===== src/rtl/vrp_pkg.sv =====
`default_nettype none

package vrp_pkg;

  typedef enum logic [3:0] {
    KIND_READ     = 4'd0,
    KIND_WRITE    = 4'd1,
    KIND_INCX     = 4'd2,
    KIND_INCY     = 4'd3,
    KIND_COPYX    = 4'd4,
    KIND_COPYY    = 4'd5,
    KIND_VBLANK   = 4'd6,
    KIND_CLEAR    = 4'd7,
    KIND_HIT      = 4'd8,
    KIND_OVERFLOW = 4'd9,
    KIND_NMIACK   = 4'd10
  } kind_t;

  typedef enum logic [2:0] {
    REG_CTRL     = 3'd0,
    REG_MASK     = 3'd1,
    REG_STATUS   = 3'd2,
    REG_OAM_ADDR = 3'd3,
    REG_OAM_DATA = 3'd4,
    REG_SCROLL   = 3'd5,
    REG_ADDR     = 3'd6,
    REG_DATA     = 3'd7
  } reg_t;

  localparam logic [13:0] PAL_BASE     = 14'h3F00;
  localparam logic [14:0] COPYX_KEEP   = 15'h7BE0;
  localparam logic [14:0] COPYX_TAKE   = 15'h041F;
  localparam logic [4:0]  COARSE_LAST  = 5'd31;
  localparam logic [4:0]  COARSE_Y_END = 5'd29;
  localparam logic [2:0]  FINE_Y_LAST  = 3'd7;
  localparam logic [14:0] FINE_Y_STEP  = 15'h1000;
  localparam logic [14:0] STEP_ROW     = 15'd32;
  localparam logic [14:0] STEP_ONE     = 15'd1;

  typedef struct packed {
    logic [3:0] kind;
    logic [2:0] reg_sel;
    logic [7:0] write_data;
    logic [7:0] mem_data;
    logic       vblank_dot;
  } in_word_t;

  typedef struct packed {
    logic [7:0]  read_data;
    logic [14:0] vram_addr;
    logic        mem_write;
    logic [13:0] mem_write_addr;
    logic [7:0]  mem_write_data;
    logic [2:0]  fine_x;
    logic [7:0]  control;
    logic [7:0]  mask;
    logic        nmi_pending;
  } out_word_t;

  typedef struct packed {
    logic       we;
    logic [7:0] waddr;
    logic [7:0] wdata;
    logic [7:0] raddr;
  } oam_req_t;

  function automatic logic [4:0] pal_slot(input logic [4:0] a);
    logic [4:0] p;
    p = a;
    if (p[4] && (p[1:0] == 2'b00)) begin
      p[4] = 1'b0;
    end
    return p;
  endfunction

endpackage

`default_nettype wire


===== src/rtl/vrp_if.sv =====
`default_nettype none

interface vrp_cmd_if;
  logic       valid;
  logic       ready;
  logic [3:0] kind;
  logic [2:0] reg_sel;
  logic [7:0] write_data;
  logic [7:0] mem_data;
  logic       vblank_dot;

  modport source (output valid, kind, reg_sel, write_data, mem_data, vblank_dot,
                  input ready);
  modport sink (input valid, kind, reg_sel, write_data, mem_data, vblank_dot,
                output ready);
endinterface

interface vrp_res_if;
  logic        valid;
  logic        ready;
  logic [7:0]  read_data;
  logic [14:0] vram_addr;
  logic        mem_write;
  logic [13:0] mem_write_addr;
  logic [7:0]  mem_write_data;
  logic [2:0]  fine_x;
  logic [7:0]  control;
  logic [7:0]  mask;
  logic        nmi_pending;

  modport source (output valid, read_data, vram_addr, mem_write, mem_write_addr,
                  mem_write_data, fine_x, control, mask, nmi_pending,
                  input ready);
  modport sink (input valid, read_data, vram_addr, mem_write, mem_write_addr,
                mem_write_data, fine_x, control, mask, nmi_pending,
                output ready);
endinterface

`default_nettype wire


===== src/rtl/vrp_oam.sv =====
`default_nettype none

module vrp_oam (
  input  wire logic              clk,
  input  wire logic              rst,
  input  wire vrp_pkg::oam_req_t req,
  output logic [7:0]             rdata
);

  logic [7:0]   mem [256];
  logic [255:0] vld;

  always_ff @(posedge clk) begin
    if (rst) begin
      vld <= '0;
    end else if (req.we) begin
      vld[req.waddr] <= 1'b1;
    end
  end

  always_ff @(posedge clk) begin
    if (req.we) begin
      mem[req.waddr] <= req.wdata;
    end
  end

  // forward a same-cycle write; unwritten entries read as zero
  always_ff @(posedge clk) begin
    if (rst) begin
      rdata <= '0;
    end else if (req.we && (req.waddr == req.raddr)) begin
      rdata <= req.wdata;
    end else if (vld[req.raddr]) begin
      rdata <= mem[req.raddr];
    end else begin
      rdata <= '0;
    end
  end

endmodule

`default_nettype wire


===== src/rtl/vrp_regs.sv =====
`default_nettype none

module vrp_regs (
  input  wire logic               clk,
  input  wire logic               rst,
  input  wire logic               acc,
  input  wire vrp_pkg::in_word_t  cmd,
  input  wire logic [7:0]         oam_rdata,
  output vrp_pkg::out_word_t      res,
  output vrp_pkg::oam_req_t       oam_req
);

  logic [7:0]  ctrl, ctrl_next;
  logic [7:0]  mask, mask_next;
  logic [2:0]  status, status_next;
  logic [14:0] vaddr, vaddr_next;
  logic [14:0] taddr, taddr_next;
  logic [2:0]  fx, fx_next;
  logic        wtog, wtog_next;
  logic [7:0]  rbuf, rbuf_next;
  logic [7:0]  oidx, oidx_next;
  logic        nmi, nmi_next;
  logic [7:0]  pal [32];

  logic [13:0] a14;
  logic        is_pal;
  logic [4:0]  slot;
  logic [14:0] vstep;
  logic [4:0]  cy;
  logic        nt;
  logic [7:0]  rd;
  logic        mw;
  logic        pal_we;
  logic        oam_we;

  assign a14    = vaddr[13:0];
  assign is_pal = (a14 >= vrp_pkg::PAL_BASE);
  assign slot   = vrp_pkg::pal_slot(a14[4:0]);
  assign vstep  = vaddr + (ctrl[2] ? vrp_pkg::STEP_ROW : vrp_pkg::STEP_ONE);

  always_comb begin
    ctrl_next   = ctrl;
    mask_next   = mask;
    status_next = status;
    vaddr_next  = vaddr;
    taddr_next  = taddr;
    fx_next     = fx;
    wtog_next   = wtog;
    rbuf_next   = rbuf;
    oidx_next   = oidx;
    nmi_next    = nmi;
    rd          = '0;
    mw          = 1'b0;
    pal_we      = 1'b0;
    oam_we      = 1'b0;
    cy          = vaddr[9:5];
    nt          = vaddr[11];
    case (vrp_pkg::kind_t'(cmd.kind))
      vrp_pkg::KIND_READ: begin
        case (vrp_pkg::reg_t'(cmd.reg_sel))
          vrp_pkg::REG_STATUS: begin
            rd = {status, 5'd0};
            if (cmd.vblank_dot) begin
              rd[7]    = 1'b0;
              nmi_next = 1'b0;
            end
            status_next[2] = 1'b0;
            wtog_next      = 1'b0;
          end
          vrp_pkg::REG_OAM_DATA: rd = oam_rdata;
          vrp_pkg::REG_DATA: begin
            rd         = is_pal ? pal[slot] : rbuf;
            rbuf_next  = cmd.mem_data;
            vaddr_next = vstep;
          end
          default: ;
        endcase
      end
      vrp_pkg::KIND_WRITE: begin
        case (vrp_pkg::reg_t'(cmd.reg_sel))
          vrp_pkg::REG_CTRL: begin
            if (!ctrl[7] && cmd.write_data[7] && status[2]) begin
              nmi_next = 1'b1;
            end
            ctrl_next         = cmd.write_data;
            taddr_next[11:10] = cmd.write_data[1:0];
          end
          vrp_pkg::REG_MASK:     mask_next = cmd.write_data;
          vrp_pkg::REG_OAM_ADDR: oidx_next = cmd.write_data;
          vrp_pkg::REG_OAM_DATA: begin
            oam_we    = 1'b1;
            oidx_next = 8'(oidx + 8'd1);
          end
          vrp_pkg::REG_SCROLL: begin
            if (!wtog) begin
              taddr_next[4:0] = cmd.write_data[7:3];
              fx_next         = cmd.write_data[2:0];
            end else begin
              taddr_next = {cmd.write_data[2:0], taddr[11:10], cmd.write_data[7:3],
                            taddr[4:0]};
            end
            wtog_next = ~wtog;
          end
          vrp_pkg::REG_ADDR: begin
            if (!wtog) begin
              taddr_next = {1'b0, cmd.write_data[5:0], taddr[7:0]};
            end else begin
              taddr_next = {taddr[14:8], cmd.write_data};
              vaddr_next = {taddr[14:8], cmd.write_data};
            end
            wtog_next = ~wtog;
          end
          vrp_pkg::REG_DATA: begin
            if (is_pal) begin
              pal_we = 1'b1;
            end else begin
              mw = 1'b1;
            end
            vaddr_next = vstep;
          end
          default: ;
        endcase
      end
      vrp_pkg::KIND_INCX: begin
        if (vaddr[4:0] == vrp_pkg::COARSE_LAST) begin
          vaddr_next = {vaddr[14:11], ~vaddr[10], vaddr[9:5], 5'd0};
        end else begin
          vaddr_next = vaddr + vrp_pkg::STEP_ONE;
        end
      end
      vrp_pkg::KIND_INCY: begin
        if (vaddr[14:12] != vrp_pkg::FINE_Y_LAST) begin
          vaddr_next = vaddr + vrp_pkg::FINE_Y_STEP;
        end else begin
          if (vaddr[9:5] == vrp_pkg::COARSE_Y_END) begin
            cy = '0;
            nt = ~vaddr[11];
          end else if (vaddr[9:5] == vrp_pkg::COARSE_LAST) begin
            cy = '0;
          end else begin
            cy = 5'(vaddr[9:5] + 5'd1);
          end
          vaddr_next = {3'd0, nt, vaddr[10], cy, vaddr[4:0]};
        end
      end
      vrp_pkg::KIND_COPYX: begin
        vaddr_next = (vaddr & vrp_pkg::COPYX_KEEP) | (taddr & vrp_pkg::COPYX_TAKE);
      end
      vrp_pkg::KIND_COPYY: begin
        vaddr_next = (vaddr & vrp_pkg::COPYX_TAKE) | (taddr & vrp_pkg::COPYX_KEEP);
      end
      vrp_pkg::KIND_VBLANK: begin
        status_next[2] = 1'b1;
        if (ctrl[7]) begin
          nmi_next = 1'b1;
        end
      end
      vrp_pkg::KIND_CLEAR:    status_next    = '0;
      vrp_pkg::KIND_HIT:      status_next[1] = 1'b1;
      vrp_pkg::KIND_OVERFLOW: status_next[0] = 1'b1;
      vrp_pkg::KIND_NMIACK:   nmi_next       = 1'b0;
      default: ;
    endcase
  end

  always_comb begin
    res.read_data      = rd;
    res.vram_addr      = vaddr_next;
    res.mem_write      = mw;
    res.mem_write_addr = mw ? a14 : 14'd0;
    res.mem_write_data = mw ? cmd.write_data : 8'd0;
    res.fine_x         = fx_next;
    res.control        = ctrl_next;
    res.mask           = mask_next;
    res.nmi_pending    = nmi_next;
  end

  always_comb begin
    oam_req.we    = acc && oam_we;
    oam_req.waddr = oidx;
    oam_req.wdata = cmd.write_data;
    oam_req.raddr = acc ? oidx_next : oidx;
  end

  always_ff @(posedge clk) begin
    if (rst) begin
      ctrl   <= '0;
      mask   <= '0;
      status <= '0;
      vaddr  <= '0;
      taddr  <= '0;
      fx     <= '0;
      wtog   <= 1'b0;
      rbuf   <= '0;
      oidx   <= '0;
      nmi    <= 1'b0;
      for (int i = 0; i < 32; i++) begin
        pal[i] <= '0;
      end
    end else if (acc) begin
      ctrl   <= ctrl_next;
      mask   <= mask_next;
      status <= status_next;
      vaddr  <= vaddr_next;
      taddr  <= taddr_next;
      fx     <= fx_next;
      wtog   <= wtog_next;
      rbuf   <= rbuf_next;
      oidx   <= oidx_next;
      nmi    <= nmi_next;
      if (pal_we) begin
        pal[slot] <= cmd.write_data;
      end
    end
  end

endmodule

`default_nettype wire


===== src/rtl/vrp_skid.sv =====
`default_nettype none

module vrp_skid (
  input  wire logic               clk,
  input  wire logic               rst,
  input  wire logic               push,
  input  wire vrp_pkg::out_word_t push_word,
  output logic                    ready,
  output logic                    out_valid,
  output vrp_pkg::out_word_t      out_word,
  input  wire logic               out_ready
);

  logic               skid_valid;
  vrp_pkg::out_word_t skid_word;

  assign ready = !skid_valid;

  always_ff @(posedge clk) begin
    if (rst) begin
      out_valid  <= 1'b0;
      skid_valid <= 1'b0;
    end else if (out_ready || !out_valid) begin
      out_valid  <= skid_valid || push;
      skid_valid <= 1'b0;
    end else if (push) begin
      skid_valid <= 1'b1;
    end
  end

  always_ff @(posedge clk) begin
    if (out_ready || !out_valid) begin
      out_word <= skid_valid ? skid_word : push_word;
    end else if (push) begin
      skid_word <= push_word;
    end
  end

endmodule

`default_nettype wire


===== src/rtl/video_register_port_with_scroll.sv =====
// Picture-processor register port with scroll addressing. Each command word is
// a processor register read or write (register number in reg_sel) or a dot event
// from the renderer (coarse X and Y increment, horizontal and vertical copy from
// the temporary address, vblank set, flag clear, hit, overflow, NMI acknowledge),
// and it returns exactly one result word holding the read byte, the current
// address, any external memory write and the live control, mask, fine X and NMI
// state. A word is taken every clock while the buffer has room: the whole update
// sits in one level of logic ahead of the state registers, and a two-deep result
// buffer keeps the command side ready for one more word when the result side
// stalls. Results are registered at the buffer output. Sprite-store reads use a
// prefetched port, so reset needs no clearing pass: the port is ready at once.
`default_nettype none

module video_register_port_with_scroll (
  input wire logic   clk,
  input wire logic   rst,
  vrp_cmd_if.sink    cmd,
  vrp_res_if.source  res
);

  logic               acc;
  logic               in_rdy;
  logic [7:0]         oam_rdata;
  vrp_pkg::in_word_t  cmd_w;
  vrp_pkg::out_word_t step_w;
  vrp_pkg::out_word_t res_w;
  vrp_pkg::oam_req_t  oam_req;

  assign cmd.ready = in_rdy;
  assign acc       = cmd.valid && in_rdy;

  always_comb begin
    cmd_w.kind       = cmd.kind;
    cmd_w.reg_sel    = cmd.reg_sel;
    cmd_w.write_data = cmd.write_data;
    cmd_w.mem_data   = cmd.mem_data;
    cmd_w.vblank_dot = cmd.vblank_dot;
  end

  vrp_regs u_regs (
    .clk       (clk),
    .rst       (rst),
    .acc       (acc),
    .cmd       (cmd_w),
    .oam_rdata (oam_rdata),
    .res       (step_w),
    .oam_req   (oam_req)
  );

  vrp_oam u_oam (
    .clk   (clk),
    .rst   (rst),
    .req   (oam_req),
    .rdata (oam_rdata)
  );

  vrp_skid u_skid (
    .clk       (clk),
    .rst       (rst),
    .push      (acc),
    .push_word (step_w),
    .ready     (in_rdy),
    .out_valid (res.valid),
    .out_word  (res_w),
    .out_ready (res.ready)
  );

  assign res.read_data      = res_w.read_data;
  assign res.vram_addr      = res_w.vram_addr;
  assign res.mem_write      = res_w.mem_write;
  assign res.mem_write_addr = res_w.mem_write_addr;
  assign res.mem_write_data = res_w.mem_write_data;
  assign res.fine_x         = res_w.fine_x;
  assign res.control        = res_w.control;
  assign res.mask           = res_w.mask;
  assign res.nmi_pending    = res_w.nmi_pending;

endmodule

`default_nettype wire


===== src/flat_wrapper.sv =====
// flat-port wrapper written by rule: the top's interface ports become plain ports
module video_register_port_with_scroll_flat 
  (clk, rst, cmd_valid, cmd_kind, cmd_reg_sel, cmd_write_data, cmd_mem_data, cmd_vblank_dot, cmd_ready, res_valid, res_read_data, res_vram_addr, res_mem_write, res_mem_write_addr, res_mem_write_data, res_fine_x, res_control, res_mask, res_nmi_pending, res_ready);
  vrp_cmd_if cmd_i ();
  vrp_res_if res_i ();
  input wire logic clk;
  input wire logic rst;
  input wire logic [$bits(cmd_i.valid)-1:0] cmd_valid;
  input wire logic [$bits(cmd_i.kind)-1:0] cmd_kind;
  input wire logic [$bits(cmd_i.reg_sel)-1:0] cmd_reg_sel;
  input wire logic [$bits(cmd_i.write_data)-1:0] cmd_write_data;
  input wire logic [$bits(cmd_i.mem_data)-1:0] cmd_mem_data;
  input wire logic [$bits(cmd_i.vblank_dot)-1:0] cmd_vblank_dot;
  output wire logic [$bits(cmd_i.ready)-1:0] cmd_ready;
  output wire logic [$bits(res_i.valid)-1:0] res_valid;
  output wire logic [$bits(res_i.read_data)-1:0] res_read_data;
  output wire logic [$bits(res_i.vram_addr)-1:0] res_vram_addr;
  output wire logic [$bits(res_i.mem_write)-1:0] res_mem_write;
  output wire logic [$bits(res_i.mem_write_addr)-1:0] res_mem_write_addr;
  output wire logic [$bits(res_i.mem_write_data)-1:0] res_mem_write_data;
  output wire logic [$bits(res_i.fine_x)-1:0] res_fine_x;
  output wire logic [$bits(res_i.control)-1:0] res_control;
  output wire logic [$bits(res_i.mask)-1:0] res_mask;
  output wire logic [$bits(res_i.nmi_pending)-1:0] res_nmi_pending;
  input wire logic [$bits(res_i.ready)-1:0] res_ready;
  assign cmd_i.valid = cmd_valid;
  assign cmd_i.kind = cmd_kind;
  assign cmd_i.reg_sel = cmd_reg_sel;
  assign cmd_i.write_data = cmd_write_data;
  assign cmd_i.mem_data = cmd_mem_data;
  assign cmd_i.vblank_dot = cmd_vblank_dot;
  assign cmd_ready = cmd_i.ready;
  assign res_valid = res_i.valid;
  assign res_read_data = res_i.read_data;
  assign res_vram_addr = res_i.vram_addr;
  assign res_mem_write = res_i.mem_write;
  assign res_mem_write_addr = res_i.mem_write_addr;
  assign res_mem_write_data = res_i.mem_write_data;
  assign res_fine_x = res_i.fine_x;
  assign res_control = res_i.control;
  assign res_mask = res_i.mask;
  assign res_nmi_pending = res_i.nmi_pending;
  assign res_i.ready = res_ready;
  video_register_port_with_scroll u_core (.clk(clk), .rst(rst), .cmd(cmd_i), .res(res_i));
endmodule

===== config.mk =====
export PLATFORM = sky130hd
export DESIGN_NAME = video_register_port_with_scroll_flat
export DESIGN_NICKNAME = d
export VERILOG_FILES = /design/src/rtl/vrp_pkg.sv /design/src/rtl/vrp_if.sv /design/src/rtl/vrp_oam.sv /design/src/rtl/vrp_regs.sv /design/src/rtl/vrp_skid.sv /design/src/rtl/video_register_port_with_scroll.sv /design/src/flat_wrapper.sv
export SDC_FILE = /design/constraint.sdc
export NUM_CORES = 2
export LEC_CHECK = 0
export ABC_AREA = 1
export BUFFER_PORTS_ARGS = -buffer_cell sky130_fd_sc_hd__buf_2
export CORE_MARGIN = 2
export CORE_UTILIZATION = 40
export DETAILED_ROUTE_END_ITERATION = 10
export SYNTH_ARGS = -nofsm -noshare
export SYNTH_HDL_FRONTEND = slang
export SYNTH_SLANG_ARGS = --single-unit
export TNS_END_PERCENT = 1

===== constraint.sdc =====
create_clock -name clk -period 14.2 [get_ports clk]
set_input_delay 2.13 -clock clk [delete_from_list [all_inputs] [get_ports clk]]
set_output_delay 2.13 -clock clk [all_outputs]
set_load 0.01 [all_outputs]

Yosys cells after proc, flatten, opt, wreduce, memory -nomap -nowiden
Memories as Yosys holds them, arrays and structs flattened.
Cells that the tools add are included.

cells by class
  multiplexer cells = 71
  $lt $le $gt $ge = 4
  reduce and logical (&&, ||, !) cells = 34
  bitwise gates (word level) = 8
  equal/unequal tests = 28
  $add $sub $neg = 5

operators with widths
  cell                    number
  $or 256x256->256        1
  $mux 8                  12
  $pmux 15 s6             1
  $mux 15                 5
  $mux 66                 1
  $pmux 15 s2             1
  $mux 1                  29
  $pmux 8 s3              1
  $mux 5                  4
  $pmux 10 s2             1
  $reduce_and 5->1        4
  $lt 8x9->1 const B      2
  $eq 4x3->1 const B      4
  $pmux 8 s2              1
  $add 15x1->15 const B   1
  $add 15x13->15 const B  1
  $add 15x6->15           1
  $eq 5x5->1 const B      3
  $or 11x15->15           1
  $or 15x11->15           1
  $ge 14x14->1 const B    1
  $mux 14                 1
  $eq 3x3->1 const B      4
  $eq 4x4->1 const B      3
  other kinds (35)        66

storage, ports and cells
  register bits = 468
  memory bits (writable) = 2304
  memories kept = 2

memory list
  memory             words  width  read ports  clocked after Yosys merged registers in  wr ports  RTL line        source
  u_core.u_oam.mem   256    8      1           0                                        1         vrp_oam.sv:10   logic [7:0] mem [256];
  u_core.u_regs.pal  32     8      1           0                                        32        vrp_regs.sv:23  logic [7:0] pal [32];

Longest topological paths before layout
  word-level depth = 10
  gate-level depth with buffers = 22
  mapped depth without buffers = 20

Hierarchy
Synthesis repeated with hierarchy kept, for this count alone.

second synthesis, totals
  cell total of the unflattened synthesis = 10848
  area total of the unflattened synthesis = 114772.6 um^2

by module, submodules not included
  module                           area an instance (um^2)  times used  cells each  seq. area each (um^2)
  vrp_oam                          93159.3                  1           8439        66784.1
  vrp_regs                         16704.8                  1           2049        9088.7
  vrp_skid                         4901.0                   1           358         4003.8
  video_register_port_with_scroll  7.5                      1           2           0.0

Worst setup path after synthesis
No wires, ideal clock.

  kind = input port to flip-flop
  start = input res_ready
  end = register u_core.u_skid.skid_word[0] in the netlist's numbering (enable)
  required time = 13.709 ns
  slack = 7.600 ns
  path buffers = 0
  arrival = 6.110 ns
  stages on the path = 3
  path through = nor2_1 -> inv_1 -> nor2_1

between the ends
  cells in the longest elaborated chain, start to end = 3

RTL lines
  item                               RTL line            source
  start, declared                    flat_wrapper.sv:25  input wire logic [$bits(res_i.ready)-1:0] res_ready;
  $logic_or 1x1->1                   vrp_skid.sv:32      if (out_ready || !out_valid) begin
  $not 1->1 (no source line)         -
  $reduce_and 2->1 (no source line)  -
  end signal, assigned               vrp_skid.sv:35      skid_word <= push_word;
  end, declared                      vrp_skid.sv:15      vrp_pkg::out_word_t skid_word;

Every way passes these cells.
A chain may end at the register's enable or synchronous reset.

Final worst setup path
  start = input cmd_kind[1]
  end = register u_core.u_oam.rdata[1]

between the ends
  cells in the longest elaborated chain, start to end = 7

RTL lines
  item                          RTL line           source
  start, declared               flat_wrapper.sv:9  input wire logic [$bits(cmd_i.kind)-1:0] cmd_kind;
  $eq 4x1->1 (*)                vrp_regs.sv:58     case (vrp_pkg::kind_t'(cmd.kind))
  $mux 8                        vrp_regs.sv:58
  $mux 8                        -
  $bmux 1 s8                    vrp_oam.sv:33      end else if (vld[req.raddr]) begin
  $mux 1 (not written as such)  vrp_oam.sv:33
  $mux 8                        vrp_oam.sv:33
  $mux 8 (*)                    vrp_oam.sv:31      end else if (req.we && (req.waddr == req.raddr)) begin
  end signal, assigned          vrp_oam.sv:32      rdata <= req.wdata;
  end signal, assigned          vrp_oam.sv:34      rdata <= mem[req.raddr];
  end, declared                 vrp_oam.sv:7       output logic [7:0] rdata

Mark *: on every way between the ends. The rest lies on a longest branch, timed or not. The select of a mux whose other input is x is not followed.

==> impl_metrics.json <==
{
  "status": "complete, no violations",
  "critPathKind": "input port to flip-flop",
  "wl_met2_mm": 163,
  "maxSlewHeadroom_pct": 11.3,
  "cts_sinks": 2772,
  "synth_most_common_cell": "edfxtp_1",
  "synth_edf_count": 2436,
  "fin_tns_setup_ns": 0,
  "cp_cell_sequence": "buf_2 > inv_1 > nand2_1 > nor2_1 > nand3_4 > nand2_8 > nand2_8 > inv_8 > buf_12 > buf_4 > nand2_1 > nand3_1 > nand3_1 > nand3_1 > nand3_1 > nand3_1 > nand3_1 > nand3_1 > nand2_1 > nand2_1 > nor2_1",
  "worst_r2r_startpoint": "u_core.u_skid.skid_valid$_SDFFE_PP0P_",
  "syn_area_per_cell_um2": 10.2,
  "h-tree-depth": 5,
  "drt_iter0_drc": 10400,
  "yosys-top-cells-area": "edfxtp_1 (60%), nand3_1 (8.7%), nand2_1 (6.3%)",
  "grt_overflow": 0,
  "hpwl_mm": 203,
  "clk_pin_slew_ns": 0.06,
  "track_usage_pct": 22.8,
  "synthMuxAreaShare_pct": 0,
  "io_buffers": 95,
  "reg2reg_depth": 19,
  "io_pins": 96,
  "fin_crit_ns": 7.94,
  "p_leak_uw": 0.0526,
  "antenna_found_initial": 19,
  "maxCapViolCount": 0,
  "design.die.area_um2": 308000,
  "synthesis.area_um2": 121000,
  "drv_slew": 0,
  "rrSetupSlack_ns": 7.27,
  "cts_setup_buffers": 0,
  "clockBufferDepth": 4,
  "rows": 202,
  "slowest_delay_ns": 0.99,
  "switching_share_pct": 21.7,
  "path_max_fanout": 158,
  "fin_worst_skew_ns": 0.0641,
  "r2r_end": "u_core.u_oam.rdata[1]$_SDFF_PP0_",
  "cts_hold_buf": 0,
  "cpMaxStageDelayCell": "inv_8",
  "synth_compound_gate_area_share_pct": 3.32,
  "p_comb_share_pct": 3.5,
  "fmaxAchievable_mhz": 126,
  "drc": 0,
  "clk_latency_ns": 0.92,
  "dr.pass1.iters": 6,
  "yosys.area_share.simple_pct": 23.2,
  "grt_pass1_vias": 82500,
  "place_congestion": 0.893,
  "power_density_nw_per_um2": 129,
  "holdPathStages": 2,
  "rsz0062_at_grt": "no",
  "core-area_um2": 303000,
  "synthAdderAreaFrac_pct": 0.175,
  "synth_top_family_by_area": "simple AND/OR/NAND/NOR gates",
  "hold_viol": 0,
  "yosysUniqueCellTypes": 48,
  "cts_tree": "yes",
  "cts_buffers": 303,
  "finalNetCount": 11800,
  "dieWidth_um": 555,
  "synthCells": 11900,
  "ys_seq_elements": 2772,
  "min_path_type": "flip-flop to flip-flop",
  "worstHoldStart": "u_core.u_oam.vld[15]$_SDFFE_PP0P_",
  "final_cell_area_um2": 135000,
  "worstSetupStartpointType": "input port",
  "route.top_layer_used": "met5",
  "finalCritPeriodShare_pct": 55.9,
  "p_seq_share_pct": 51.5,
  "vias_per_cell": 5.43,
  "initial_core_util_pct": 40.1,
  "p_switching_uw": 3770,
  "synth_xor_area_share_pct": 0.0505,
  "crit_top_cell": "nand3_1",
  "netlist_top_cells_count": "edfxtp_1 (2436), nand3_1 (2099), nand2_1 (2031)",
  "crit_path_end_kind": "flip-flop",
  "wl_met3_mm": 34.4,
  "via_count": 86600,
  "final_antenna_net_count": 0,
  "p_int_uw": 13600,
  "synth_flop_cell": "edfxtp_1",
  "pwr-share-clk_pct": 45.0,
  "syn_to_final_growth_pct": 11.1,
  "tightest_slew_ns": 1.33,
  "grt_pass1_wl_mm": 536,
  "yosysTopAreaCellShare_pct": 60.2,
  "cts_root_buf": "clkbuf_16",
  "grt_max_degree": 199,
  "synth_area_leader_cell": "edfxtp_1",
  "cp.arrival_ns": 8.67,
  "yosysSeqAreaShare_pct": 65.8,
  "setup_viol": 0,
  "die_h_um": 555,
  "placed_area_um2": 125000,
  "cp_data_required_time_ns": 14.92,
  "m1WireLength_mm": 150,
  "yosys_warnings": 0,
  "ir_worst_vdd_v": 0.0000910,
  "ys_async_sr_fraction_pct": 0,
  "wirelength_mm": 360,
  "wire_per_inst_um": 22.6,
  "hold_end": "u_core.u_oam.vld[15]$_SDFFE_PP0P_",
  "cts_resized": 0,
  "drive_gt1_share_pct": 6.97
}
-- area by class of cell --
class                      instances  area (µm²)
antenna                            4        10.0
fill                           27900      168000
multi-input combinational       6860       32600
inverter                        1561        5890
clock inverter                   140        1350
clock buffer                     411        8430
tap                             3978        4980
sequential                      2772       79900
timing repair buffer             235        1780
-- how the worst max path moves through the flow --
stage,startpoint,end,slack [ns]
final,cmd_kind[1],u_core.u_oam.rdata[1]$_SDFF_PP0_,6.26
after floorplan,res_ready,u_core.u_skid.skid_word[0]$_DFFE_PP_,7.60
after detailed placement,cmd_kind[1],u_core.u_oam.rdata[1]$_SDFF_PP0_,5.60
after CTS,cmd_kind[1],u_core.u_oam.rdata[1]$_SDFF_PP0_,6.55
after global routing,cmd_kind[1],u_core.u_oam.rdata[1]$_SDFF_PP0_,6.02
after global placement,cmd_kind[1],u_core.u_oam.rdata[1]$_SDFF_PP0_,5.70
-- cells in the final DEF, fill, tap and decap left out, types with 49 or more instances in the layout --
master	instances
clkbuf_1	71
clkbuf_16	309
buf_2	86
or2_2	110
edfxtp_1	2436
nor2_1	1305
a21oi_1	67
clkinv_1	49
dfxtp_1	333
buf_4	127
o22ai_1	68
o21ai_0	305
nand3b_1	548
nand3_1	2099
nand2_1	2030
inv_1	1526
o211ai_1	148
-- state kept, by name, indices dropped and copies added, names as in the netlist, 15 cells and up --
signal / flops
u_core.u_oam.mem: 2048
u_core.u_oam.vld: 256
u_core.u_regs.vaddr: 15
u_core.u_skid.out_word: 66
u_core.u_skid.skid_word: 66
u_core.u_regs.pal: 256
u_core.u_regs.taddr: 15
-- cells by family (layout without fill, tap and decap cells) --
kind of cell               count (synthesis)  count (layout)
and+or+nand+nor                         6136            6136
DFF                                     2772            2772
buffers and inverters                   2311            2347
AOI/OAI and AO/OA                        668             668
adders and majority gates                 17              17
xor gates and xnor gates                   7               7
other                                      1              36
-- layer usage --
metal	up-vias	GRT usage, %
met1	42200	31.6
met2	4124	35.7
li1	39700	-
met5	-	0
met4	22	7.47
met3	639	4.54
-- critical path: cells and delay by family --
kind,cells,cell delay [ns]
and+or+nand+nor,16,3.31
buffers and inverters,5,2.76
-- stage by stage --
step	hold slack (ns)	setup slack (ns)	util [%]	std cells	power [µW]
6_report	0.458	6.26	44.6	16000	17400
3_3_place_gp	0.440	5.70	41.4	15400	9710
4_1_cts	0.462	6.55	44.6	16000	17500
5_1_grt	0.482	6.02	44.6	16000	17800
3_5_place_dp	0.448	5.60	41.4	15400	9720
2_1_floorplan	0.431	7.60	-	11900	9400
-- power groups by stage --
| stage | clock, µW | sequential (µW) | combinational [µW] |
|---|---|---|---|
| 6_report | 7810 | 8940 | 613 |
| 5_1_grt | 8220 | 8940 | 661 |
| 4_1_cts | 7910 | 8940 | 609 |
| 3_5_place_dp | 0 | 9110 | 608 |
| 3_3_place_gp | 0 | 9110 | 601 |
| 2_1_floorplan | 0 | 9110 | 292 |
Note: power is estimated with default switching activity, not from simulation.
